## src/rtl/pmd_pkg.sv

```systemverilog
// Shared types, widths and constants for the PID motor drive.
`timescale 1ns / 1ps

package pmd_pkg;

  localparam int ANGLE_W = 16;
  localparam int STEP_W  = 16;
  localparam int GAIN_W  = 16;
  localparam int ERR_W   = 18;
  localparam int DE_W    = 19;
  localparam int PROD_W  = 36;
  localparam int INTEG_W = 48;
  localparam int NUM_W   = 49;
  localparam int ACC_W   = 52;
  localparam int CV_W    = 32;
  localparam int SPEED_W = 7;
  localparam int CNT_W   = 6;
  localparam int ADDR_W  = 4;
  localparam int DATA_W  = 32;

  localparam logic signed [ERR_W-1:0] ANGLE_OFFSET = 18'sd46080;
  localparam logic [SPEED_W-1:0]      SPEED_CAP    = 7'd100;

  localparam logic [1:0] REG_ENABLE = 2'd0;
  localparam logic [1:0] REG_KP     = 2'd1;
  localparam logic [1:0] REG_KI     = 2'd2;
  localparam logic [1:0] REG_KD     = 2'd3;

  typedef enum logic [3:0] {
    ST_IDLE,
    ST_ERR,
    ST_MUL_ES,
    ST_INTEG,
    ST_DIV_LOAD,
    ST_ACC_P,
    ST_ACC_LO,
    ST_ACC_MID,
    ST_ACC_HI,
    ST_DIV_WAIT,
    ST_ADD_D,
    ST_FIN,
    ST_ZERO
  } state_t;

  typedef enum logic [2:0] {
    MUL_ERR_STEP,
    MUL_KD_DE,
    MUL_KP_ERR,
    MUL_KI_LO,
    MUL_KI_MID,
    MUL_KI_HI
  } mul_sel_t;

  typedef enum logic [2:0] {
    ACC_HOLD,
    ACC_LOAD_P,
    ACC_ADD_LO,
    ACC_ADD_MID,
    ACC_ADD_HI,
    ACC_ADD_D
  } acc_op_t;

  typedef struct packed {
    logic     load_in;
    logic     load_err;
    mul_sel_t mul_sel;
    logic     integ_upd;
    logic     div_start;
    acc_op_t  acc_op;
    logic     out_load;
    logic     out_zero;
  } dp_cmd_t;

  typedef struct packed {
    logic enable;
    logic div_busy;
    logic out_free;
  } dp_status_t;

endpackage

```

## src/rtl/pmd_div.sv

```systemverilog
// Serial restoring divider, one quotient bit per cycle, unsigned operands.
`timescale 1ns / 1ps

module pmd_div (
  input  logic                       clk,
  input  logic                       rst,
  input  logic                       start,
  input  logic [pmd_pkg::NUM_W-1:0]  num,
  input  logic [pmd_pkg::STEP_W-1:0] den,
  output logic                       busy,
  output logic [pmd_pkg::NUM_W-1:0]  quot
);
  import pmd_pkg::*;

  logic [CNT_W-1:0]  count;
  logic [STEP_W-1:0] rem;
  logic [STEP_W-1:0] divisor;
  logic [NUM_W-1:0]  shreg;
  logic [STEP_W:0]   trial;
  logic              fits;

  assign trial = {rem, shreg[NUM_W-1]};
  assign fits  = trial >= {1'b0, divisor};
  assign busy  = count != '0;
  assign quot  = shreg;

  always_ff @(posedge clk) begin
    if (rst) begin
      count <= '0;
    end else if (start) begin
      count <= CNT_W'(NUM_W);
    end else if (busy) begin
      count <= count - 1'b1;
    end
  end

  always_ff @(posedge clk) begin
    if (start) begin
      rem     <= '0;
      divisor <= den;
      shreg   <= num;
    end else if (busy) begin
      if (fits) begin
        rem <= STEP_W'(trial - {1'b0, divisor});
      end else begin
        rem <= trial[STEP_W-1:0];
      end
      shreg <= {shreg[NUM_W-2:0], fits};
    end
  end

endmodule

```

## src/rtl/pmd_dp.sv

```systemverilog
// Datapath: input and state registers, shared multiplier, accumulator, output word register.
`timescale 1ns / 1ps

module pmd_dp (
  input  logic                        clk,
  input  logic                        rst,
  input  pmd_pkg::dp_cmd_t            cmd,
  output pmd_pkg::dp_status_t         status,
  input  logic                        loop_enable,
  input  logic [pmd_pkg::GAIN_W-1:0]  gain_proportional,
  input  logic [pmd_pkg::GAIN_W-1:0]  gain_integral,
  input  logic [pmd_pkg::GAIN_W-1:0]  gain_derivative,
  input  logic [pmd_pkg::ANGLE_W-1:0] measured_angle,
  input  logic [pmd_pkg::STEP_W-1:0]  time_step,
  input  logic [pmd_pkg::ANGLE_W-1:0] target_angle,
  output logic                        out_valid,
  input  logic                        out_ready,
  output logic [pmd_pkg::CV_W-1:0]    control_value,
  output logic [pmd_pkg::SPEED_W-1:0] motor_speed,
  output logic                        motor_reverse,
  output logic                        zero_step_flag
);
  import pmd_pkg::*;

  logic [ANGLE_W-1:0] meas;
  logic [STEP_W-1:0]  step;
  logic [ANGLE_W-1:0] target;

  logic signed [ERR_W-1:0]   err;
  logic signed [ERR_W-1:0]   err_next;
  logic signed [ERR_W-1:0]   previous_error;
  logic signed [INTEG_W-1:0] integral_sum;
  logic signed [DE_W-1:0]    de;
  logic signed [ERR_W-1:0]   meas_x;

  logic signed [DE_W-1:0]   mul_a;
  logic [GAIN_W-1:0]        mul_b;
  logic signed [PROD_W-1:0] prod;

  logic signed [INTEG_W:0]   integ_sum;
  logic signed [INTEG_W-1:0] integ_next;

  logic [PROD_W-1:0]  prod_mag;
  logic               div_go;
  logic               div_neg;
  logic               div_busy;
  logic [NUM_W-1:0]   quot;
  logic               zstep;
  logic [ACC_W-1:0]   d_ext;
  logic signed [ACC_W-1:0] d_val;
  logic signed [ACC_W-1:0] acc;

  logic [CV_W-1:0]    cv;
  logic [CV_W:0]      mag;
  logic [CV_W-16:0]   mag_int;
  logic [SPEED_W-1:0] speed;

  assign zstep = step == '0;

  // error term
  assign meas_x = ERR_W'($signed(meas));
  always_comb begin
    if (!meas[ANGLE_W-1]) begin
      err_next = ERR_W'($signed(target)) - meas_x;
    end else begin
      err_next = -ANGLE_OFFSET - meas_x;
    end
  end

  assign de = DE_W'(err) - DE_W'(previous_error);

  always_ff @(posedge clk) begin
    if (cmd.load_in) begin
      meas   <= measured_angle;
      step   <= time_step;
      target <= target_angle;
    end
    if (cmd.load_err) begin
      err <= err_next;
    end
  end

  // shared multiplier, signed 19 x unsigned 16
  always_comb begin
    case (cmd.mul_sel)
      MUL_ERR_STEP: begin
        mul_a = DE_W'(err);
        mul_b = step;
      end
      MUL_KD_DE: begin
        mul_a = de;
        mul_b = gain_derivative;
      end
      MUL_KP_ERR: begin
        mul_a = DE_W'(err);
        mul_b = gain_proportional;
      end
      MUL_KI_LO: begin
        mul_a = $signed({3'b000, integral_sum[15:0]});
        mul_b = gain_integral;
      end
      MUL_KI_MID: begin
        mul_a = $signed({3'b000, integral_sum[31:16]});
        mul_b = gain_integral;
      end
      MUL_KI_HI: begin
        mul_a = DE_W'($signed(integral_sum[INTEG_W-1:32]));
        mul_b = gain_integral;
      end
      default: begin
        mul_a = '0;
        mul_b = '0;
      end
    endcase
  end

  always_ff @(posedge clk) begin
    prod <= mul_a * $signed({1'b0, mul_b});
  end

  // integral with saturation
  assign integ_sum = (INTEG_W+1)'(integral_sum) + (INTEG_W+1)'(prod);
  always_comb begin
    if (integ_sum[INTEG_W] != integ_sum[INTEG_W-1]) begin
      integ_next = integ_sum[INTEG_W] ? {1'b1, {(INTEG_W-1){1'b0}}}
                                      : {1'b0, {(INTEG_W-1){1'b1}}};
    end else begin
      integ_next = integ_sum[INTEG_W-1:0];
    end
  end

  always_ff @(posedge clk) begin
    if (rst) begin
      previous_error <= '0;
      integral_sum   <= '0;
    end else if (cmd.integ_upd) begin
      previous_error <= err;
      integral_sum   <= integ_next;
    end
  end

  // derivative: |kd*de| * 2^16 / step
  assign prod_mag = prod[PROD_W-1] ? PROD_W'(-prod) : PROD_W'(prod);
  assign div_go   = cmd.div_start && !zstep;

  always_ff @(posedge clk) begin
    if (cmd.div_start) begin
      div_neg <= prod[PROD_W-1];
    end
  end

  pmd_div u_div (
    .clk   (clk),
    .rst   (rst),
    .start (div_go),
    .num   ({prod_mag[NUM_W-17:0], 16'h0000}),
    .den   (step),
    .busy  (div_busy),
    .quot  (quot)
  );

  assign d_ext = ACC_W'(quot);
  always_comb begin
    if (zstep) begin
      d_val = '0;
    end else if (div_neg) begin
      d_val = -$signed(d_ext);
    end else begin
      d_val = $signed(d_ext);
    end
  end

  // accumulator: P, then I in three partial products, then D
  always_ff @(posedge clk) begin
    case (cmd.acc_op)
      ACC_LOAD_P:  acc <= ACC_W'(prod);
      ACC_ADD_LO:  acc <= acc + $signed({{(ACC_W-16){1'b0}}, prod[31:16]});
      ACC_ADD_MID: acc <= acc + ACC_W'(prod);
      ACC_ADD_HI:  acc <= acc + $signed({prod, 16'h0000});
      ACC_ADD_D:   acc <= acc + d_val;
      default:     acc <= acc;
    endcase
  end

  // saturate and derive motor command
  always_comb begin
    if (acc[ACC_W-1:CV_W-1] != {(ACC_W-CV_W+1){acc[ACC_W-1]}}) begin
      cv = acc[ACC_W-1] ? {1'b1, {(CV_W-1){1'b0}}} : {1'b0, {(CV_W-1){1'b1}}};
    end else begin
      cv = acc[CV_W-1:0];
    end
    mag     = cv[CV_W-1] ? (CV_W+1)'(-$signed({1'b1, cv})) : {1'b0, cv};
    mag_int = mag[CV_W:16];
    speed   = (mag_int > (CV_W-15)'(SPEED_CAP)) ? SPEED_CAP : mag_int[SPEED_W-1:0];
  end

  always_ff @(posedge clk) begin
    if (rst) begin
      out_valid <= 1'b0;
    end else if (cmd.out_load) begin
      out_valid <= 1'b1;
    end else if (out_ready) begin
      out_valid <= 1'b0;
    end
  end

  always_ff @(posedge clk) begin
    if (cmd.out_load) begin
      if (cmd.out_zero) begin
        control_value  <= '0;
        motor_speed    <= '0;
        motor_reverse  <= 1'b0;
        zero_step_flag <= 1'b0;
      end else begin
        control_value  <= cv;
        motor_speed    <= speed;
        motor_reverse  <= cv[CV_W-1];
        zero_step_flag <= zstep;
      end
    end
  end

  assign status.enable   = loop_enable;
  assign status.div_busy = div_busy;
  assign status.out_free = !out_valid || out_ready;

endmodule

```

## src/rtl/pmd_ctrl.sv

```systemverilog
// Controller state machine sequencing the datapath for one word at a time.
`timescale 1ns / 1ps

module pmd_ctrl (
  input  logic                clk,
  input  logic                rst,
  input  logic                in_valid,
  output logic                in_ready,
  input  pmd_pkg::dp_status_t status,
  output pmd_pkg::dp_cmd_t    cmd
);
  import pmd_pkg::*;

  state_t state;
  state_t state_next;

  always_ff @(posedge clk) begin
    if (rst) begin
      state <= ST_IDLE;
    end else begin
      state <= state_next;
    end
  end

  always_comb begin
    state_next    = state;
    in_ready      = 1'b0;
    cmd           = '0;
    cmd.mul_sel   = MUL_ERR_STEP;
    cmd.acc_op    = ACC_HOLD;
    unique case (state)
      ST_IDLE: begin
        in_ready    = 1'b1;
        cmd.load_in = in_valid;
        if (in_valid) begin
          state_next = ST_ERR;
        end
      end
      ST_ERR: begin
        cmd.load_err = 1'b1;
        state_next   = status.enable ? ST_MUL_ES : ST_ZERO;
      end
      ST_MUL_ES: begin
        cmd.mul_sel = MUL_ERR_STEP;
        state_next  = ST_INTEG;
      end
      ST_INTEG: begin
        cmd.integ_upd = 1'b1;
        cmd.mul_sel   = MUL_KD_DE;
        state_next    = ST_DIV_LOAD;
      end
      ST_DIV_LOAD: begin
        cmd.div_start = 1'b1;
        cmd.mul_sel   = MUL_KP_ERR;
        state_next    = ST_ACC_P;
      end
      ST_ACC_P: begin
        cmd.acc_op  = ACC_LOAD_P;
        cmd.mul_sel = MUL_KI_LO;
        state_next  = ST_ACC_LO;
      end
      ST_ACC_LO: begin
        cmd.acc_op  = ACC_ADD_LO;
        cmd.mul_sel = MUL_KI_MID;
        state_next  = ST_ACC_MID;
      end
      ST_ACC_MID: begin
        cmd.acc_op  = ACC_ADD_MID;
        cmd.mul_sel = MUL_KI_HI;
        state_next  = ST_ACC_HI;
      end
      ST_ACC_HI: begin
        cmd.acc_op = ACC_ADD_HI;
        state_next = ST_DIV_WAIT;
      end
      ST_DIV_WAIT: begin
        if (!status.div_busy) begin
          state_next = ST_ADD_D;
        end
      end
      ST_ADD_D: begin
        cmd.acc_op = ACC_ADD_D;
        state_next = ST_FIN;
      end
      ST_FIN: begin
        if (status.out_free) begin
          cmd.out_load = 1'b1;
          state_next   = ST_IDLE;
        end
      end
      ST_ZERO: begin
        if (status.out_free) begin
          cmd.out_load = 1'b1;
          cmd.out_zero = 1'b1;
          state_next   = ST_IDLE;
        end
      end
      default: begin
        state_next = ST_IDLE;
      end
    endcase
  end

endmodule

```

## src/rtl/pid_motor_drive.sv

```systemverilog
// Top level: register port, controller and datapath of the PID motor drive.
`timescale 1ns / 1ps

// PID controller for angle samples in Q8.8 with a Q0.16 time step, giving a
// saturated Q16.16 control word plus a motor speed (0..100) and direction.
// One input word is taken at a time. With the loop enabled and a nonzero
// step the result waits on the serial divider for the derivative term
// (49 quotient bits, one per cycle); with a zero step the divider is not
// started, and with the loop disabled the result is an all-zero word. The next
// word is accepted in the cycle after the result is loaded, even while that
// result still waits on m_tready. Registers: 0x0 loop_enable, 0x4 kp,
// 0x8 ki, 0xC kd; gains are unsigned Q8.8. Change them only while idle.

module pid_motor_drive (
  input  logic                       clk,
  input  logic                       rst,
  input  logic                       s_tvalid,
  output logic                       s_tready,
  // measured_angle[15:0], time_step[31:16], target_angle[47:32]
  input  logic [47:0]                s_tdata,
  output logic                       m_tvalid,
  input  logic                       m_tready,
  // control_value[31:0], motor_speed[38:32], motor_reverse[39]
  output logic [39:0]                m_tdata,
  // zero_step_flag[0]
  output logic                       m_tuser,
  input  logic                       psel,
  input  logic                       penable,
  input  logic                       pwrite,
  input  logic [pmd_pkg::ADDR_W-1:0] paddr,
  input  logic [pmd_pkg::DATA_W-1:0] pwdata,
  output logic [pmd_pkg::DATA_W-1:0] prdata,
  output logic                       pready
);
  import pmd_pkg::*;

  logic              loop_enable;
  logic [GAIN_W-1:0] gain_proportional;
  logic [GAIN_W-1:0] gain_integral;
  logic [GAIN_W-1:0] gain_derivative;
  logic              wr_en;
  logic [1:0]        reg_idx;

  dp_cmd_t    cmd;
  dp_status_t status;

  logic [CV_W-1:0]    control_value;
  logic [SPEED_W-1:0] motor_speed;
  logic               motor_reverse;

  assign pready  = 1'b1;
  assign wr_en   = psel && penable && pwrite;
  assign reg_idx = paddr[ADDR_W-1:2];

  always_ff @(posedge clk) begin
    if (rst) begin
      loop_enable       <= 1'b0;
      gain_proportional <= '0;
      gain_integral     <= '0;
      gain_derivative   <= '0;
    end else if (wr_en) begin
      unique case (reg_idx)
        REG_ENABLE: loop_enable       <= pwdata[0];
        REG_KP:     gain_proportional <= pwdata[GAIN_W-1:0];
        REG_KI:     gain_integral     <= pwdata[GAIN_W-1:0];
        REG_KD:     gain_derivative   <= pwdata[GAIN_W-1:0];
        default: ;
      endcase
    end
  end

  always_comb begin
    unique case (reg_idx)
      REG_ENABLE: prdata = DATA_W'(loop_enable);
      REG_KP:     prdata = DATA_W'(gain_proportional);
      REG_KI:     prdata = DATA_W'(gain_integral);
      REG_KD:     prdata = DATA_W'(gain_derivative);
      default:    prdata = '0;
    endcase
  end

  pmd_ctrl u_ctrl (
    .clk      (clk),
    .rst      (rst),
    .in_valid (s_tvalid),
    .in_ready (s_tready),
    .status   (status),
    .cmd      (cmd)
  );

  pmd_dp u_dp (
    .clk               (clk),
    .rst               (rst),
    .cmd               (cmd),
    .status            (status),
    .loop_enable       (loop_enable),
    .gain_proportional (gain_proportional),
    .gain_integral     (gain_integral),
    .gain_derivative   (gain_derivative),
    .measured_angle    (s_tdata[15:0]),
    .time_step         (s_tdata[31:16]),
    .target_angle      (s_tdata[47:32]),
    .out_valid         (m_tvalid),
    .out_ready         (m_tready),
    .control_value     (control_value),
    .motor_speed       (motor_speed),
    .motor_reverse     (motor_reverse),
    .zero_step_flag    (m_tuser)
  );

  assign m_tdata = {motor_reverse, motor_speed, control_value};

endmodule

```

## config.mk

```make
export PLATFORM = sky130hd
export DESIGN_NAME = pid_motor_drive
export DESIGN_NICKNAME = d
export VERILOG_FILES = /design/src/rtl/pmd_pkg.sv /design/src/rtl/pmd_div.sv /design/src/rtl/pmd_dp.sv /design/src/rtl/pmd_ctrl.sv /design/src/rtl/pid_motor_drive.sv
export SDC_FILE = /design/constraint.sdc
export NUM_CORES = 2
export LEC_CHECK = 0
export ABC_AREA = 1
export CORE_AREA = 2 2 529 268
export DETAILED_ROUTE_END_ITERATION = 7
export DIE_AREA = 0 0 531 270
export DONT_BUFFER_PORTS = 1
export PLACE_DENSITY_LB_ADDON = 0.15
export SLEW_MARGIN = 20
export SYNTH_ARGS = -nofsm -noshare
export SYNTH_HDL_FRONTEND = slang
export SYNTH_SLANG_ARGS = --single-unit
```

## constraint.sdc

```tcl
create_clock -name clk -period 17.9 [get_ports clk]
set_input_delay 0 -clock clk [delete_from_list [all_inputs] [get_ports clk]]
set_output_delay 0 -clock clk [all_outputs]
set_load 0.01 [all_outputs]
```

After elaboration in Yosys (flattened, before gate mapping)
Cells that the tools add are included.

word-level totals
  register bits after elaboration = 403
  bits of input ports = 91
  output and inout bits = 76
  logic and storage cells = 133

cells by class
  add/subtract/negate cells = 13
  multiply operators = 1
  order comparisons = 2
  equality and inequality tests = 30
  muxes and demuxes = 37
  reduce and logical (&&, ||, !) cells = 24

operators by type and width
  cell                    number
  $pmux 52 s5             1
  $pmux 32 s4             1
  $add 52x52->52          2
  $mux 52                 2
  $mux 49                 2
  $mux 48                 2
  $pmux 19 s5             1
  $mux 33                 2
  $neg 33->33             2
  $mux 32                 2
  $pmux 16 s4             1
  $add 52x17->52          1
  $add 52x36->52          1
  $neg 49->52             1
  $add 48x36->49          1
  $pmux 4 s12             1
  $mul 19x17->36          1
  $pmux 3 s5              2
  $eq 4x4->1 const B      5
  $ne 20x20->1            1
  $sub 18x18->19          1
  $mux 18                 1
  $sub 17x16->18 const A  1
  $ge 17x16->1            1
  other kinds (36)        71

Longest topological paths before layout
  word-level depth = 6
  mapped depth = 43
  gate-level depth less buffers = 43

Cells and area by module
Synthesis repeated with hierarchy kept, for this count alone.

unflattened totals
  cells, all modules = 5904
  area, all modules = 42470.7 µm²

by module, submodules not included
  module           instances  cells an instance  area an instance (µm²)  sequential area each (µm²)
  pmd_dp           1          4837               34807.1                 6836.6
  pmd_div          1          607                4778.3                  2392.3
  pid_motor_drive  1          385                2484.9                  980.9
  pmd_ctrl         1          75                 400.4                   80.1

Least setup slack after synthesis
No wires, ideal clock.

  kind = reg2reg
  from = register u_dp.err[0]
  to = register u_dp.prod[34]
  arrival time = 7497 ps
  data required time = 17828 ps
  path slack = 10331 ps
  cell stages (with the launch flop) = 37
  buffers on the path = 1
  clock period less this slack = 7569 ps
  cell sequence = edfxtp_1 -> inv_1 -> ha_1 -> fa_1 -> nor2_1 -> nand2_1 -> nand2_1 -> nand3_1 -> o2111ai_1 -> nand3_1 -> o21ai_0 -> a211o_1 -> nand2_1 -> o211ai_1 -> nand2_1 -> inv_1 -> buf_2 -> nor2_1 -> fa_1 -> inv_1 -> fa_1 -> inv_1 -> fa_1 -> inv_1 -> fa_1 -> inv_1 -> fa_1 -> inv_1 -> fa_1 -> inv_1 -> ha_1 -> inv_1 -> nor3_1 -> nor3b_1 -> nand4_1 -> o21ai_0 -> xor2_1

on the way
  word-level cells in the longest chain between the ends = 3

RTL lines
  what                      RTL line       source
  start: declaration        pmd_dp.sv:29   logic signed [ERR_W-1:0] err;
  start signal: assignment  pmd_dp.sv:79   err <= err_next;
  $sub 18x18->19            pmd_dp.sv:70   assign de = DE_W'(err) - DE_W'(previous_error);
  $pmux 19 s5 (*)           pmd_dp.sv:85   case (cmd.mul_sel)
  $mul 19x17->36 (*)        pmd_dp.sv:118  prod <= mul_a * $signed({1'b0, mul_b});
  end signal: assignment    pmd_dp.sv:118
  end: declaration          pmd_dp.sv:38   logic signed [PROD_W-1:0] prod;

Mark *: on every way between the ends. The rest lies on a longest branch, timed or not.
A chain may end at the register's enable or synchronous reset.

Final worst setup path
Same ends and word-level chain as after synthesis.

==> results_tabular.tex <==
\begin{tabular}{lr}
\hline
Metric & Value \\
\hline
\multicolumn{2}{l}{\textbf{Synth}} \\
Flip-flop cell with the highest count after synthesis & sky130\_fd\_sc\_hd\_\_edfxtp\_1 \\
Sequential cell area fraction in the yosys report & 24.5\% \\
Mapped Area & 41400 um\^{}2 \\
Mean instance size in the synthesized netlist & 7.30 um\^{}2 \\
Cells after Synth & 5673 \\
Cell variety after synth & 69 \\
Number of flops mapped to enable cells by yosys & 208 \\
Syn. warnings & 0 \\
Async SR Flop Fraction & 0\% \\
Number of register bits inferred by synthesis & 402 \\
\multicolumn{2}{l}{\textbf{Clocking}} \\
TritonCTS clock tree & done \\
Count of cells resized by post-cts repair & 0 \\
Clock latency of the later-clocked register in the worst-skew pair & 670 ps \\
Number of sinks on the clock net & 402 \\
Number of buffers added for setup after CTS & 0 \\
H-tree depth reported by CTS & 2 \\
Number of clock buffers inserted by TritonCTS & 46 \\
Max Root-Sink Buffers & 3 \\
Clock transition at the registers of the reported paths & 80 ps \\
Cell at the root of the clock tree & sky130\_fd\_sc\_hd\_\_clkbuf\_16 \\
\multicolumn{2}{l}{\textbf{Floorplan}} \\
Total number of placement rows & 97 \\
Die boundary width & 531 um \\
Area of the die & 143000 um\^{}2 \\
Top-level port count & 167 \\
Initial cell density of the core & 29.8\% \\
Die Height & 270 um \\
Area of the core region & 139000 um\^{}2 \\
\multicolumn{2}{l}{\textbf{Setup path}} \\
Cell type of the slowest stage on the worst timing path & sky130\_fd\_sc\_hd\_\_fa\_1 \\
Kind of end point of the critical path & flip-flop \\
Critical Path Fanout Max & 12 \\
Worst Path Required & 18440 ps \\
Crit Path Category & reg2reg \\
Arrival time at the worst endpoint & 10680 ps \\
Critical Path Start Type & flip-flop \\
Delay contributed by the slowest stage of the critical path & 720 ps \\
\multicolumn{2}{l}{\textbf{Worst hold path}} \\
Kind of path behind the tightest hold check & in2reg \\
\multicolumn{2}{l}{\textbf{STA}} \\
Final Setup Violations & 0 \\
Final number of hold-violating endpoints & 0 \\
Final Slew Violations & 0 \\
Minimum clock period after layout & 10140 ps \\
Worst slew margin relative to its limit & 24.2\% \\
Pin slew with the least headroom to its limit & 1130 ps \\
Period Utilization, post-route & 56.7\% \\
Aggregate negative setup slack & 0 ps \\
Setup skew after layout & 59.4 ps \\
Max Fclk & 0.0986 GHz \\
Unrepaired setup endpoints after global routing & no \\
\multicolumn{2}{l}{\textbf{Cells and area}} \\
Multi-input gate area & 26700 um\^{}2 \\
FILL cells & 15000 \\
Fraction of final layout cells sized beyond drive strength 1 & 4.36\% \\
Synthesis-to-finish area growth & 12.4\% \\
Final instance count without filler cells & 7682 \\
Storage cell area & 10100 um\^{}2 \\
NumNets Final & 6443 \\
\multicolumn{2}{l}{\textbf{Job}} \\
MaxCap Viol Count & 0 \\
\multicolumn{2}{l}{\textbf{Place}} \\
Hpwl dp & 145000 um \\
Number of placed instances with taps included & 7475 \\
GPL Wtd Cong & 0.959 \\
Port-buffer cells & 0 \\
\multicolumn{2}{l}{\textbf{GRT}} \\
Global-route wire length before repair & 257000 um \\
Number of antenna violations at the first check in global routing & 9 \\
GRT Residual Overflow & 0 \\
Via count of the first global-routing pass & 36000 \\
Maximum number of pins on one net before global-route repair & 95 \\
Total Routing Usage GR & 24.5\% \\
\multicolumn{2}{l}{\textbf{Drt}} \\
Routed WL per cell & 23.2 um \\
Via density & 5.15 \\
Initial DRT Pass Iterations & 6 \\
Residual DRC & 0 \\
Drt total wl & 178000 um \\
Via total after detailed routing & 39500 \\
Count of nets left with antenna violations after detail routing & 0 \\
Iter 0 DRT Violations & 4826 \\
\multicolumn{2}{l}{\textbf{Outcome}} \\
Result of the run & complete, no violations \\
\hline
\end{tabular}
[flip-flops by register name, indices dropped and copies added (netlist names), 4 cells and up]
register,count
gain_derivative,16
gain_integral,16
gain_proportional,16
u_ctrl.state,4
u_dp.acc,52
u_dp.control_value,31
u_dp.err,18
u_dp.integral_sum,48
u_dp.meas,16
u_dp.motor_speed,7
u_dp.previous_error,18
u_dp.prod,36
u_dp.step,16
u_dp.target,16
u_dp.u_div.count,6
u_dp.u_div.divisor,16
u_dp.u_div.quot,49
u_dp.u_div.rem,16
[final timing paths]
| path | start | to | slack, ps | cells after the start |
|---|---|---|---|---|
| worst min-delay path | penable | gain_integral[2] | 30 | 4 |
| worst min register to register | u_dp.u_div.rem[15] | u_dp.u_div.rem[15] | 460 | 2 |
| worst max register to register | u_dp.err[0] | u_dp.prod[34] | 7760 | 33 |
| worst max-delay path | u_dp.err[0] | u_dp.prod[34] | 7760 | 33 |
[critical path: cells and delay by family, from the launching register on]
kind,cells,cell delay (ps)
DFF,1,330
buffers and inverters,7,1420
and+or+nand+nor,11,2110
adders and majority gates,9,4750
AOI/OAI and AO/OA,5,1260
xor gates and xnor gates,1,120
[through the flow]
| step | hold slack [ps] | utilization (%) | area (um^2) | worst slack [ps] |
|---|---|---|---|---|
| final | 29.7 | 33.5 | 46500 | 7760 |
| after floorplan | 98.9 | - | 41400 | 10330 |
| after detailed placement | 84.2 | 31.5 | 43700 | 8040 |
| after global placement | 80.3 | 31.5 | 43700 | 8070 |
| after global routing | 90.8 | 33.5 | 46500 | 7220 |
| after CTS | 2.40 | 33.5 | 46500 | 8030 |
[metal layers]
layer	global-route usage (%)	routed length [um]	up-vias
li1	-	-	18600
met1	42.4	96700	19000
met2	25.7	54900	1788
met3	10.9	25300	101
met4	2.26	1420	8
met5	0	55	-
[cells by family (layout without fill, tap and decap cells)]
| logic type | after synthesis | count (layout) | synth area share (%) |
|---|---|---|---|
| other | 2 | 21 | 0.0181 |
| AO/OA/AOI/OAI | 1275 | 1275 | 17.3 |
| AND/OR/NAND/NOR | 2036 | 2036 | 20.4 |
| adder cells (fa/ha/maj) | 592 | 592 | 23.6 |
| XOR/XNOR | 129 | 129 | 2.73 |
| buffers and inverters | 1237 | 1346 | 11.5 |
| flip-flops | 402 | 402 | 24.5 |
[cell usage after synthesis (all sizes together) (2+ instances only)]
library cell / n / area (um^2)
o2111ai: 3 / 26.3
o311ai: 5 / 51.3
conb: 2 / 7.51
nor4: 27 / 181
xor2: 75 / 657
o31ai: 14 / 115
fa: 313 / 6270
o211ai: 21 / 158
and3: 4 / 25.0
dfxtp: 194 / 3880
buf: 54 / 324
o21ai: 452 / 2270
a22o: 11 / 96.3
clkbuf: 113 / 425
xnor2: 54 / 473
nor2: 685 / 2590
edfxtp: 208 / 6250
nand2: 960 / 3630
nand3b: 12 / 90.1
a21o: 10 / 75.1
o22ai: 46 / 288
o21bai: 11 / 82.6
ha: 279 / 3490
inv: 1065 / 4000
o32ai: 3 / 26.3
a21oi: 501 / 2510
nor3: 72 / 390
a211oi: 9 / 67.6
a21boi: 18 / 135
or2: 42 / 263
a221oi: 20 / 181
o221ai: 24 / 210
o21a: 25 / 188
clkinv: 5 / 18.8
a31oi: 77 / 482
nand4: 47 / 300
nand3: 184 / 938
a22oi: 17 / 128
nor3b: 2 / 15.0
[cell type report]
type	instances	share of cell area, %
Antenna cell	4	0.0215
Clock buffer	56	2.71
Clock inverter	29	0.699
Inverter	1070	8.63
Multi-Input combinational cell	4049	57.4
Sequential cell	402	21.8
Tap cell	1881	5.06
Timing Repair Buffer	191	3.72
[what timing repair did]
item                                   4_1_cts  5_1_grt
setup endpoints to repair                    0        0
endpoints found under the hold margin      151        0
hold buffers                               118        0
[layout by cell type, fill, tap and decap left out, types with 24 or more instances in the layout]
cell	count
sky130_fd_sc_hd__dlygate4sd3_1	118
sky130_fd_sc_hd__o21ai_0	419
sky130_fd_sc_hd__o21ai_1	29
sky130_fd_sc_hd__a21oi_1	500
sky130_fd_sc_hd__nand4_1	46
sky130_fd_sc_hd__dfxtp_1	194
sky130_fd_sc_hd__ha_1	279
sky130_fd_sc_hd__fa_1	313
sky130_fd_sc_hd__clkbuf_16	48
sky130_fd_sc_hd__inv_1	1060
sky130_fd_sc_hd__o221ai_1	24
sky130_fd_sc_hd__edfxtp_1	208
sky130_fd_sc_hd__nand3_1	182
sky130_fd_sc_hd__nor3_1	64
sky130_fd_sc_hd__o21a_1	25
sky130_fd_sc_hd__nor2_1	666
sky130_fd_sc_hd__xnor2_1	54
sky130_fd_sc_hd__a31oi_1	77
sky130_fd_sc_hd__buf_4	73
sky130_fd_sc_hd__xor2_1	75
sky130_fd_sc_hd__or2_2	40
sky130_fd_sc_hd__nand2_1	952
sky130_fd_sc_hd__o22ai_1	46
Power is not shown: default switching activity piles up to over one toggle a cycle in this logic, so the estimate is an artifact.
